**config.mk**
```make
export PLATFORM = sky130hd
export DESIGN_NAME = timeout_timer_pool
export DESIGN_NICKNAME = d
export VERILOG_FILES = /design/src/design/ttp_pkg.sv /design/src/design/timeout_timer_pool.sv /design/src/design/ttp_ram.sv
export SDC_FILE = /design/constraint.sdc
export NUM_CORES = 1
export LEC_CHECK = 0
export ABC_CLOCK_PERIOD_IN_PS = 11700
export BUFFER_PORTS_ARGS = -buffer_cell sky130_fd_sc_hd__buf_2
export CAP_MARGIN = 5
export CORE_MARGIN = 2
export CORE_UTILIZATION = 55
export CTS_BUF_LIST = sky130_fd_sc_hd__clkbuf_2 sky130_fd_sc_hd__clkbuf_4 sky130_fd_sc_hd__clkbuf_8
export DETAILED_ROUTE_END_ITERATION = 10
export PLACE_DENSITY = 0.75
export RECOVER_POWER = 50
export SYNTH_ARGS = -nofsm -noshare
export SYNTH_HDL_FRONTEND = slang
export SYNTH_SLANG_ARGS = --single-unit
```
**constraint.sdc**
```tcl
create_clock -name i_clk -period 11.7 [get_ports i_clk]
set_input_delay 0.585 -clock i_clk [delete_from_list [all_inputs] [get_ports i_clk]]
set_output_delay 0.585 -clock i_clk [all_outputs]
set_load 0.03 [all_outputs]
```
**src/design/ttp_pkg.sv**
```systemverilog
package ttp_pkg;

    localparam int HANDLE_W = 5;
    localparam int DUR_W    = 32;
    localparam int ACTION_W = 3;

    localparam logic [ACTION_W-1:0] ACT_CREATE = 3'd0;
    localparam logic [ACTION_W-1:0] ACT_SETUP  = 3'd1;
    localparam logic [ACTION_W-1:0] ACT_CANCEL = 3'd2;
    localparam logic [ACTION_W-1:0] ACT_CHECK  = 3'd3;
    localparam logic [ACTION_W-1:0] ACT_QUERY  = 3'd4;
    localparam logic [ACTION_W-1:0] ACT_TICK   = 3'd5;

    typedef struct packed {
        logic [ACTION_W-1:0] action;
        logic [HANDLE_W-1:0] handle;
        logic [DUR_W-1:0]    duration;
    } t_in_item;

    typedef struct packed {
        logic [HANDLE_W-1:0] new_handle;
        logic                ok;
    } t_out_item;

endpackage

```
**src/design/timeout_timer_pool.sv**
```systemverilog
// Pool of ENTRIES countdown timers, addressed by handles 1..ENTRIES (0 means none).
// Input channel: an item (action, handle, duration) is taken at a rising edge where
// start is high and busy is low. Output channel: each item yields exactly one result
// (new_handle, ok), shown on o_result for a single cycle while o_strobe is high.
// The receiver cannot stall, so results are never held back or queued.
// Steps per item, from acceptance to the strobe:
//   setup, cancel, check, query with a valid handle: one RAM read, then the write-back
//   setup, cancel, check, query with an invalid handle, or an unused action code: answered from idle
//   create: a scan over the assigned flags from entry 0 upwards, up to the first free entry
//   tick: one read-modify-write of the count RAM per entry, pipelined
// busy drops in the cycle the strobe is shown, so a new item may start then.
// Reset clears the assigned flags and the sequencer; the count RAM is not cleared,
// since an unassigned entry reads as zero through its assigned flag. No clearing
// pass is needed and the block accepts items from the first cycle after reset.
module timeout_timer_pool #(
    parameter int ENTRIES    = 16,
    parameter int COUNT_BITS = 32
) (
    input  logic                i_clk,
    input  logic                i_rst_n,
    input  logic                start,
    output logic                busy,
    input  ttp_pkg::t_in_item   i_item,
    output logic                o_strobe,
    output ttp_pkg::t_out_item  o_result
);

    localparam int IDX_W  = (ENTRIES > 1) ? $clog2(ENTRIES) : 1;
    // Each RAM word holds the armed flag above the remaining count.
    localparam int WORD_W = COUNT_BITS + 1;
    localparam int WIDE_W = IDX_W + ttp_pkg::HANDLE_W;

    localparam logic [IDX_W-1:0] LAST_IDX = IDX_W'(ENTRIES - 1);

    // Sequencer states.
    localparam logic [1:0] S_IDLE = 2'd0;
    localparam logic [1:0] S_OP   = 2'd1;
    localparam logic [1:0] S_SCAN = 2'd2;
    localparam logic [1:0] S_TICK = 2'd3;

    logic [1:0]          r_state, n_state;
    logic [IDX_W-1:0]    r_idx, n_idx;
    logic [ENTRIES-1:0]  r_assigned, n_assigned;
    logic                r_strobe, n_strobe;
    ttp_pkg::t_out_item  r_result, n_result;
    ttp_pkg::t_in_item   r_item;

    logic                ram_we;
    logic [IDX_W-1:0]    ram_waddr;
    logic [WORD_W-1:0]   ram_wdata;
    logic [IDX_W-1:0]    ram_raddr;
    logic [WORD_W-1:0]   ram_rdata;

    logic                accept;
    logic                in_valid;
    logic [WIDE_W-1:0]   in_idx_wide;
    logic [IDX_W-1:0]    in_idx;
    logic [WORD_W-1:0]   cur_word;
    logic                cur_armed;
    logic [COUNT_BITS-1:0] cur_rem;
    logic [COUNT_BITS-1:0] rem_dec;
    logic [IDX_W-1:0]    idx_next;
    logic [WIDE_W-1:0]   grant_wide;
    logic                at_last;

    assign busy   = (r_state != S_IDLE);
    assign accept = start && !busy;

    // Handle check and conversion to an entry index.
    assign in_valid    = (i_item.handle != '0) &&
                         (9'(i_item.handle) <= 9'(ENTRIES));
    assign in_idx_wide = WIDE_W'(i_item.handle) - WIDE_W'(1);
    assign in_idx      = in_idx_wide[IDX_W-1:0];

    // An unassigned entry has never been written since reset and reads as zero.
    assign cur_word  = r_assigned[r_idx] ? ram_rdata : '0;
    assign cur_armed = cur_word[COUNT_BITS];
    assign cur_rem   = cur_word[COUNT_BITS-1:0];
    assign rem_dec   = cur_rem - COUNT_BITS'(1);

    assign idx_next   = r_idx + IDX_W'(1);
    assign grant_wide = WIDE_W'(r_idx) + WIDE_W'(1);
    assign at_last    = (r_idx == LAST_IDX);

    always_comb begin
        n_state    = r_state;
        n_idx      = r_idx;
        n_assigned = r_assigned;
        n_strobe   = 1'b0;
        n_result   = '0;
        ram_we     = 1'b0;
        ram_waddr  = r_idx;
        ram_wdata  = '0;
        ram_raddr  = r_idx;

        case (r_state)
            S_IDLE: begin
                // The read for a single-entry action is issued in the accepting cycle.
                ram_raddr = in_idx;
                if (accept) begin
                    case (i_item.action)
                        ttp_pkg::ACT_CREATE: begin
                            n_idx   = '0;
                            n_state = S_SCAN;
                        end
                        ttp_pkg::ACT_SETUP, ttp_pkg::ACT_CANCEL,
                        ttp_pkg::ACT_CHECK, ttp_pkg::ACT_QUERY: begin
                            if (in_valid) begin
                                n_idx   = in_idx;
                                n_state = S_OP;
                            end else begin
                                n_strobe = 1'b1;
                            end
                        end
                        ttp_pkg::ACT_TICK: begin
                            ram_raddr = '0;
                            n_idx     = '0;
                            n_state   = S_TICK;
                        end
                        default: begin
                            n_strobe = 1'b1;
                        end
                    endcase
                end
            end

            S_OP: begin
                case (r_item.action)
                    ttp_pkg::ACT_SETUP: begin
                        if (r_assigned[r_idx]) begin
                            ram_we      = 1'b1;
                            ram_wdata   = {1'b1, r_item.duration[COUNT_BITS-1:0]};
                            n_result.ok = 1'b1;
                        end
                    end
                    ttp_pkg::ACT_CANCEL: begin
                        if (cur_armed) begin
                            ram_we      = 1'b1;
                            ram_wdata   = '0;
                            n_result.ok = 1'b1;
                        end
                    end
                    ttp_pkg::ACT_CHECK: begin
                        // Expired: report once and disarm; the count is already zero.
                        if (cur_armed && (cur_rem == '0)) begin
                            ram_we      = 1'b1;
                            ram_wdata   = '0;
                            n_result.ok = 1'b1;
                        end
                    end
                    ttp_pkg::ACT_QUERY: begin
                        n_result.ok = cur_armed;
                    end
                    default: begin
                        n_result.ok = 1'b0;
                    end
                endcase
                n_strobe = 1'b1;
                n_state  = S_IDLE;
            end

            S_SCAN: begin
                // Lowest free entry wins; a freshly claimed timer is disarmed at zero.
                if (!r_assigned[r_idx]) begin
                    n_assigned[r_idx]   = 1'b1;
                    ram_we              = 1'b1;
                    ram_wdata           = '0;
                    n_result.new_handle = grant_wide[ttp_pkg::HANDLE_W-1:0];
                    n_result.ok         = 1'b1;
                    n_strobe            = 1'b1;
                    n_state             = S_IDLE;
                end else if (at_last) begin
                    n_strobe = 1'b1;
                    n_state  = S_IDLE;
                end else begin
                    n_idx = idx_next;
                end
            end

            S_TICK: begin
                // Data for r_idx is here; write it back while reading the next entry.
                if (r_assigned[r_idx] && (cur_rem != '0)) begin
                    ram_we    = 1'b1;
                    ram_wdata = {cur_armed, rem_dec};
                end
                if (at_last) begin
                    n_strobe = 1'b1;
                    n_state  = S_IDLE;
                end else begin
                    ram_raddr = idx_next;
                    n_idx     = idx_next;
                end
            end

            default: begin
                n_state = S_IDLE;
            end
        endcase
    end

    always_ff @(posedge i_clk) begin
        if (!i_rst_n) begin
            r_state    <= S_IDLE;
            r_idx      <= '0;
            r_assigned <= '0;
            r_strobe   <= 1'b0;
        end else begin
            r_state    <= n_state;
            r_idx      <= n_idx;
            r_assigned <= n_assigned;
            r_strobe   <= n_strobe;
        end
    end

    always_ff @(posedge i_clk) begin
        r_result <= n_result;
        if (accept) begin
            r_item <= i_item;
        end
    end

    // Writes happen only while busy, and a read is issued only once the previous
    // write has landed, so no forwarding path is needed around the RAM.
    ttp_ram #(
        .DEPTH  (ENTRIES),
        .WIDTH  (WORD_W),
        .ADDR_W (IDX_W)
    ) u_ram (
        .i_clk   (i_clk),
        .i_we    (ram_we),
        .i_waddr (ram_waddr),
        .i_wdata (ram_wdata),
        .i_raddr (ram_raddr),
        .o_rdata (ram_rdata)
    );

    assign o_strobe = r_strobe;
    assign o_result = r_result;

    // Assigned entries are never released.
    a_assigned_sticky: assert property (@(posedge i_clk) disable iff (!i_rst_n)
        (r_assigned & $past(r_assigned)) == $past(r_assigned))
        else $error("assigned flag cleared");

    // The count RAM is written only by the sequencer, never while idle.
    a_no_idle_write: assert property (@(posedge i_clk) disable iff (!i_rst_n)
        ram_we |-> (r_state != S_IDLE))
        else $error("RAM write while idle");

    // A granted handle always comes with a success flag.
    a_grant_ok: assert property (@(posedge i_clk) disable iff (!i_rst_n)
        (o_strobe && (o_result.new_handle != '0)) |-> o_result.ok)
        else $error("handle granted without ok");

    // The last entry of a tick walk ends the item with a plain result.
    a_tick_done: assert property (@(posedge i_clk) disable iff (!i_rst_n)
        ((r_state == S_TICK) && at_last) |=> (o_strobe && !o_result.ok && !busy))
        else $error("tick walk did not finish cleanly");

    // No result appears unless an item was taken or the sequencer was at work.
    a_strobe_cause: assert property (@(posedge i_clk) disable iff (!i_rst_n)
        o_strobe |-> ($past(accept) || $past(busy)))
        else $error("result without an item");

endmodule

```
**src/design/ttp_ram.sv**
```systemverilog
// Simple dual-port RAM: one write port, one read port, registered read data.
module ttp_ram #(
    parameter int DEPTH  = 16,
    parameter int WIDTH  = 33,
    parameter int ADDR_W = 4
) (
    input  logic              i_clk,
    input  logic              i_we,
    input  logic [ADDR_W-1:0] i_waddr,
    input  logic [WIDTH-1:0]  i_wdata,
    input  logic [ADDR_W-1:0] i_raddr,
    output logic [WIDTH-1:0]  o_rdata
);

    logic [WIDTH-1:0] r_mem [DEPTH];
    logic [WIDTH-1:0] r_rdata;

    always_ff @(posedge i_clk) begin
        if (i_we) begin
            r_mem[i_waddr] <= i_wdata;
        end
    end

    always_ff @(posedge i_clk) begin
        r_rdata <= r_mem[i_raddr];
    end

    assign o_rdata = r_rdata;

endmodule

```
==> parameters.txt, run 1 <==
Parameter                              Value

CTS
  CTS hold repair buffers ... 0
  Clock latency reported for the late side of the worst-skew pair ... ~700 ps
  Post CTS Setup Buffer Count ... 0
  Post-CTS Resized ... 0
  Num Clock Sinks ... approximately 630
  Clk root buf ... clkbuf_8
  Clock tree from TritonCTS ... done
  Clock-pin slew of the registers on the worst-case setup and hold paths ... 60 ps
  Deepest clock path buffer count ... 3
  Number of buffers added by the clock tree synthesis step ... 96
  H-tree lvl count ... 3

Setup path
  Arr. time, crit path ... roughly 6800 ps
  Top cell family by delay on the critical path ... simple AND/OR/NAND/NOR gates
  Buffering stage count on the worst path with inverters included ... 2
  Crit-path slowest cell ... nor2_1
  Cell count of the worst reg-to-reg path ... 7
  Critical Path End ... u_ram.r_mem[9][18]
  Beginning of the worst register-to-register path ... r_idx[1]
  Reg2reg setup slack ... about 5300 ps
  Crit path kind ... flop to flop
  Worst-path fanout max ... 20
  Startpoint type of the worst setup path ... flop
  Required arrival time at the worst endpoint ... 12030 ps
  Element type at the critical path end ... flop
  Critical path origin ... r_idx[1]
  Crit. path cell count ... 7
  Cell repeated most along the worst path ... mux4_2
  Critical path, cell by cell ... mux4_2 -> mux4_2 -> nor2b_1 -> inv_1 -> o311a_1 -> nor2_1 -> buf_4
  FF-to-FF End ... u_ram.r_mem[9][18]
  Delay of the slowest cell on the worst path ... roughly 1700 ps

Timing
  Total negative setup slack ... 0 ps
  Setup violators final ... 0
  Hold WS ... 53.4 ps
  Tmin final ... about 6400 ps
  Setup Skew ... between 40 and 50 ps
  Normalized max-slew margin ... -76.5%
  Final worst-path setup slack ... 5280 ps
  Peak clock frequency supported by timing ... ~160 MHz
  Unrepaired setup endpoints after global routing ... false
  Hold violation count in the final report ... 0
  Slew of the pin with the lowest slew margin ... about 2600 ps
  Number of max-slew violations in the final report ... 260
  Post-route fraction of the period consumed by the critical path ... a little over half

Cells and area
  Antenna diode instance count ... 0
  Net count, final ... around 1.9k
  Ratio of cells with drive above 1 in the final layout ... around 18%
  Core occupancy in the finished layout ... roughly 60%
  Area growth syn-to-layout ... 11.0%

GRT
  First-pass GRT wire length ... between 100000 and 150000 um
  Via count of the first global-routing pass ... 17.5k
  Combined global-route utilization of all metal layers ... 28.5%
  Initial antenna violation count ... 1
  Total congestion overflow ... 0
  Largest net degree at the start of global routing ... about 140

Power
  Fraction of power consumed by combinational cells ... about 14%
  Static leakage ... 0.00870 uW
  Sequential cell fraction of total power ... between 40% and 50%
  Clock network fraction of design power ... 38.4%
  Power density relative to cell area ... 179 nW/um^2
  Power dissipated by switching net loads ... approximately 1400 uW
  Internal Power ... 3870 uW
  Proportion of total power due to net switching ... 26.5%
  Peak ir drop on the vdd network ... 0.000110 V

Detailed routing
  Initial drt markers ... between 2k and 2.5k
  TritonRoute pass-1 iters ... 8
  Final routed wire length divided by cell count ... around 28 um
  Antenna-violating nets left ... 0
  Mean number of vias per cell ... 6.99
  Via count ... 17.8k
  Drt total wl ... around 70000 um
  Number of design rule violations left after detail routing ... 0

Floorplanning
  Row cnt ... 80
  Die area ... 50000 um^2
  Core outline area ... around 48000 um^2
  Effective utilization at floorplan ... between 50% and 60%
  I/O pin count ... 51
  Width of the chip ... roughly 220 um
  Die H ... about 220 um

Placement
  Count of input and output buffers ... 50
  Detailed placement HPWL ... approximately 37000 um
  Final RePlAce weighted congestion ... around 0.86
  Worst slack at placement ... ~6700 ps

Run status
  Run status ... complete, but fails checks
  Violated checks ... capacitance limit, slew limit

Synthesis
  Register area share after synthesis ... between 60% and 70%
  Number of nets in the synthesized netlist ... 1879
  Synthesized instance count ... 1824
  Average size of a mapped cell ... between 10 and 15 um^2
  Async set or reset register ratio after synthesis ... 0%
  Synth area leaders ... edfxtp_1 (64%), dfxtp_1 (4.7%), a211oi_1 (3.8%), o31ai_1 (3.8%), nand4_1 (3.1%)
  Register bit count reported by yosys ... roughly 630
  Number of unique standard cell types used by synthesis ... between 60 and 70
  Count of flip-flops with a built-in enable after synthesis ... approximately 560
  Cell Area, Synth ... 26500 um^2
  Proportion of netlist area held by the largest area contributor ... between 60 and 70%
  Cell accounting for the most synthesized area ... edfxtp_1
  Number of warnings issued by yosys ... 0
  Most instantiated flip-flop cell in the synthesis netlist ... edfxtp_1

Run
  # Max-Cap Violations ... 13

Worst hold path
  Hold Path Class ... input port to flop
  Hold wc startpoint ... i_item[3]
## cells in the mapped netlist (4+ instances only)
cell type / n
mux4_2: 5
nand2_1: 67
and3_1: 4
a21oi_1: 9
inv_1: 11
nor4_1: 9
mux2_2: 59
mux2i_1: 65
buf_1: 15
nor3b_1: 6
o21ai_0: 59
a2111oi_0: 67
o31ai_1: 133
xor2_1: 15
nand3_1: 12
nor3_1: 19
nor2_1: 28
a31oi_1: 16
or3_1: 6
edfxtp_1: 563
nor2_4: 10
dfxtp_1: 62
buf_4: 9
xnor2_1: 21
nand4_1: 133
nor2b_1: 23
o22a_1: 33
mux2_1: 9
a211oi_1: 134
buf_2: 22
ha_1: 12
o21ai_1: 10
clkbuf_1: 121
and2_1: 4
## worst register-to-register path, delay by kind of cell (launching register included)
| kind | cells | cell delay, ps |
|---|---|---|
| AO/OA/AOI/OAI | 1 | 640 |
| flip-flops | 1 | 670 |
| multiplexers | 2 | 1240 |
| buffers and inverters | 2 | 880 |
| AND/OR/NAND/NOR | 2 | 2650 |
## power by group through the flow
stage | logic, uW | clock network [uW] | registers, uW
after detailed placement | 726 | 0 | 2550
after global routing | 785 | 2130 | 2510
final | 740 | 2020 | 2500
after CTS | 729 | 2040 | 2500
after floorplan | 520 | 0 | 2520
after global placement | 708 | 0 | 2550
## cell type report
cell class              instances  area, um^2
clock inverters                31         353
clock buffers                 149        1830
multi-input cells            1017        7750
repair buffers                102         573
flip-flops and latches        625       18100
well taps                     615         769
fillers                      3509       18200
inverters                      12        45.0
## layout by cell type (no fill, tap or decap), types with 29 or more instances in the layout
| master | netlist | final |
|---|---|---|
| o31ai_1 | 133 | 133 |
| buf_4 | 9 | 29 |
| o22a_1 | 33 | 32 |
| mux2_2 | 59 | 59 |
| edfxtp_1 | 563 | 563 |
| nand4_1 | 133 | 133 |
| a2111oi_0 | 67 | 67 |
| dfxtp_1 | 62 | 62 |
| nand2_1 | 67 | 66 |
| mux2i_1 | 65 | 65 |
| clkbuf_8 | 0 | 114 |
| clkbuf_1 | 121 | 32 |
| a211oi_1 | 134 | 134 |
| buf_2 | 22 | 39 |
| o21ai_0 | 59 | 60 |
| clkbuf_4 | 0 | 35 |
## registers in the layout, summed over array words and instances (netlist names)
register       cells
u_ram.r_mem      528
r_item            35
u_ram.o_rdata     33
r_assigned        16
o_result           6
r_idx              4
r_state            2
o_strobe           1
## logic make-up after synthesis
kind of cell | synth area share, %
flops | 68.4
compound gates | 13.6
simple gates | 7.64
buf+inv | 2.89
mux | 5.76
xor+xnor | 1.19
fa+ha+maj | 0.566
## stage by stage
stage,instances,power (uW),cell area [um^2]
final,2551,5260,29500
after detailed placement,2371,3270,27400
after global placement,2371,3250,27400
after CTS,2551,5270,29600
after global routing,2551,5430,29500
after floorplan,1824,3040,26500
## routing by layer
metal  share of wire, %  vias to the layer above  global-route usage, %
met2                 46                     1313                   44.2
met5                  0                        -                      0
met4                3.4                        0                   10.9
met1                 39                     8788                   39.6
met3                 11                      198                   6.47
li1                   -                     7522                      -
## worst min path at each step
stage                     end  slack [ps]  cells after the start
2_1_floorplan  r_assigned[15]         440                      1
3_3_place_gp   r_assigned[15]         460                      1
3_5_place_dp   r_assigned[15]         470                      1
4_1_cts             r_item[3]          10                      1
5_1_grt            r_item[29]          20                      1
6_report            r_item[3]          50                      1
(Power assumes the default switching activity.)
==> run 2, diff against run 1 <==
--- a/config.mk
+++ b/config.mk
@@ -5,14 +5,14 @@
 export SDC_FILE = /design/constraint.sdc
 export NUM_CORES = 1
 export LEC_CHECK = 0
-export ABC_CLOCK_PERIOD_IN_PS = 11700
+export ABC_CLOCK_PERIOD_IN_PS = 5700
 export BUFFER_PORTS_ARGS = -buffer_cell sky130_fd_sc_hd__buf_2
 export CAP_MARGIN = 5
 export CORE_MARGIN = 2
 export CORE_UTILIZATION = 55
 export CTS_BUF_LIST = sky130_fd_sc_hd__clkbuf_2 sky130_fd_sc_hd__clkbuf_4 sky130_fd_sc_hd__clkbuf_8
 export DETAILED_ROUTE_END_ITERATION = 10
-export PLACE_DENSITY = 0.75
+export PLACE_DENSITY = 0.78
 export RECOVER_POWER = 50
 export SYNTH_ARGS = -nofsm -noshare
 export SYNTH_HDL_FRONTEND = slang
==> constraint.sdc (replaced) <==
create_clock -name i_clk -period 5.7 [get_ports i_clk]
set_input_delay 0.285 -clock i_clk [delete_from_list [all_inputs] [get_ports i_clk]]
set_output_delay 0.285 -clock i_clk [all_outputs]
set_load 0.03 [all_outputs]
==> run 2 against run 1 <==
  * The run still ends with capacitance limit, slew limit left
  * Final cell count is 3.0% higher
  * Clock power rose by 95%
  * Worst setup slack got worse by 4600 ps
  * Count of clock-buffer cells in the layout is 1 higher
  * Non-clock buffer count increased by 76
  * Via count up 2.5%
  * Hold slack got worse by 4.9 ps
  * Largest cell class unchanged
  * Design area grew 1.9%
  * Maximum frequency grew 27%
  * Power increased by 100%
  * Wire length is 2.8% higher
  * Utilization grew 1.2 points
==> parameters.txt, run 2 (synthesized netlist as in run 1, its figures left out) <==
Parameter                              Value

Run status
  Run status ... complete, but fails checks (unchanged)
  Violated checks ... capacitance limit, slew limit (unchanged)

Detailed routing
  Number of design rule violations left after detail routing ... 0 (unchanged)
  Via count ... 18.3k (was 17.8k)
  Mean number of vias per cell ... 6.95 (was 6.99)
  Drt total wl ... 73200 um (was 71200 um)
  Antenna-violating nets left ... 0 (unchanged)
  Initial drt markers ... 2828 (was 2392)
  Final routed wire length divided by cell count ... 27.9 um (about the same)
  TritonRoute pass-1 iters ... 6 (was 8)

CTS
  Clock-pin slew of the registers on the worst-case setup and hold paths ... 60 ps (about the same)
  Clock tree from TritonCTS ... done (unchanged)
  Number of buffers added by the clock tree synthesis step ... 98 (was 96)
  H-tree lvl count ... 3 (unchanged)
  Deepest clock path buffer count ... 3 (unchanged)
  Num Clock Sinks ... 625 (unchanged)
  Post-CTS Resized ... 0 (unchanged)
  Clock latency reported for the late side of the worst-skew pair ... 700 ps (was 710 ps)
  Clk root buf ... clkbuf_8 (unchanged)

GRT
  Combined global-route utilization of all metal layers ... 29.1% (was 28.5%)
  Via count of the first global-routing pass ... 18.2k (was 17.5k)
  Initial antenna violation count ... 0 (was 1)
  First-pass GRT wire length ... 109000 um (was 107000 um)
  Total congestion overflow ... 0 (unchanged)
  Largest net degree at the start of global routing ... 74 (was 135)

Run
  # Max-Cap Violations ... 3 (was 13)

Power
  Static leakage ... 0.00899 uW (was 0.00870 uW)
  Peak ir drop on the vdd network ... 0.000199 V (was 0.000110 V)
  Power density relative to cell area ... 356 nW/um^2 (was 179 nW/um^2)
  Post-layout power ... 10700 uW (was 5260 uW)

Setup path
  Element type at the critical path end ... flop (unchanged)
  Startpoint type of the worst setup path ... flop (unchanged)
  Arr. time, crit path ... 5390 ps (was 6750 ps)
  Crit path kind ... flop to flop (unchanged)
  Required arrival time at the worst endpoint ... 6040 ps (was 12030 ps)
  Worst-path fanout max ... 20 (unchanged)

Floorplanning
  Core outline area ... 47600 um^2 (unchanged)
  Row cnt ... 80 (unchanged)
  Die H ... 224 um (unchanged)
  Effective utilization at floorplan ... 55.7% (unchanged)
  Die area ... 50000 um^2 (unchanged)
  I/O pin count ... 51 (unchanged)
  Width of the chip ... 224 um (unchanged)

Cells and area
  Register cell area after layout ... 18100 um^2 (unchanged)
  Area growth syn-to-layout ... 13.2% (was 11.0%)
  Antenna diode instance count ... 0 (unchanged)
  Most common library cell in the layout ignoring fill and taps ... edfxtp_1 (unchanged)
  Finished layout cell area ... 30000 um^2 (was 29500 um^2)
  Fill cell count ... 3425 (was 3509)
  Ratio of cells with drive above 1 in the final layout ... 19.0% (was 17.9%)
  Flip-flop count of the largest register after layout ... 528 (unchanged)
  Area used by multi-input combinational logic ... 7760 um^2 (was 7750 um^2)
  Commonest cells after routing, fill and taps aside ... edfxtp_1 (563), a211oi_1 (134), nand4_1 (133), o31ai_1 (133), clkbuf_8 (118) (was edfxtp_1 (563), a211oi_1 (134), nand4_1 (133), o31ai_1 (133), clkbuf_8 (114))
  Largest Register ... u_ram.r_mem (unchanged)
  Net count, final ... 1987 (was 1909)

Placement
  Count of input and output buffers ... 50 (unchanged)
  Detailed placement HPWL ... 40000 um (was 37100 um)
  Placed inst area ... 27800 um^2 (was 27400 um^2)
  Final RePlAce weighted congestion ... 0.871 (was 0.855)

Timing
  Number of max-slew violations in the final report ... 72 (was 260)
  Setup Skew ... 46.4 ps (was 40.4 ps)
  Tmin final ... 5050 ps (was 6420 ps)
  Post-route fraction of the period consumed by the critical path ... 88.5% (was 54.9%)
  Unrepaired setup endpoints after global routing ... false (unchanged)
  Hold violation count in the final report ... 0 (unchanged)
  Hold WS ... 48.5 ps (was 53.4 ps)
  Setup violators final ... 0 (unchanged)
  Total negative setup slack ... 0 ps (unchanged)
  Normalized max-slew margin ... -72.5% (was -76.5%)
  Peak clock frequency supported by timing ... 198 MHz (was 156 MHz)
  Slew of the pin with the lowest slew margin ... 2590 ps (was 2650 ps)

Worst hold path
  Hold Path Class ... input port to flop (unchanged)
-- run 2: cell count changes in the layout (fill, tap and decap cells not counted), moves of 3 or more --
cell           delta
clkbuf_4          -3
buf_4            +32
clkbuf_8          +4
bufinv_16         -5
dlygate4sd3_1    +35
clkinv_2          +6
clkbuf_1          +6
buf_12            +3
-- run 2: what timing repair did --
item / CTS / global route
hold buffers: 35 / 0
buffers inserted: 0 / 0
endpoints found under the hold margin: 36 / 0
-- run 2: final cells by class --
cell class | instances | share of cell area, %
clock buffers | 150 | 6.21
clock inverters | 30 | 0.700
flip-flops and latches | 625 | 60.4
well taps | 615 | 2.56
repair buffers | 178 | 4.15
multi-input cells | 1017 | 25.8
inverters | 12 | 0.150
-- run 2: critical path, stage by stage, from the launching register on --
cell	delay (ps)
dfxtp_1	660
mux4_2	590
mux4_2	620
nor2b_1	1060
inv_1	380
o311a_4	400
nor2_4	560
buf_4	420
-- run 2: per-layer routing --
| metal | wire length, um | global-route usage [%] | part of all wire (%) |
|---|---|---|---|
| met5 | 0 | 0 | 0 |
| met4 | 3050 | 13.2 | 4.2 |
| met3 | 9020 | 7.57 | 12 |
| met2 | 33800 | 45.1 | 46 |
| met1 | 27400 | 39.0 | 37 |
-- run 2: report_power, final --
part | switching, uW | internal (uW) | leakage, uW
sequential | 116 | 5030 | 0.00472
combinational | 1030 | 585 | 0.00317
clock | 1760 | 2180 | 0.00111
-- run 2: final timing paths --
kind	end	depth (start not counted)	slack (ps)	startpoint
worst min-delay path	r_assigned[15]	2	50	i_rst_n
worst max register to register	u_ram.r_mem[1][26]	7	650	r_idx[1]
worst max-delay path	u_ram.r_mem[1][26]	7	650	r_idx[1]
worst min register to register	r_assigned[15]	1	480	r_assigned[15]
-- run 2: through the flow --
stage	instances	util, %	setup WS, ps
4_1_cts	2627	63.3	1040
6_report	2627	63.0	653
3_5_place_dp	2412	58.2	1070
3_3_place_gp	2412	58.2	1270
2_1_floorplan	1824	-	101
5_1_grt	2627	63.0	328
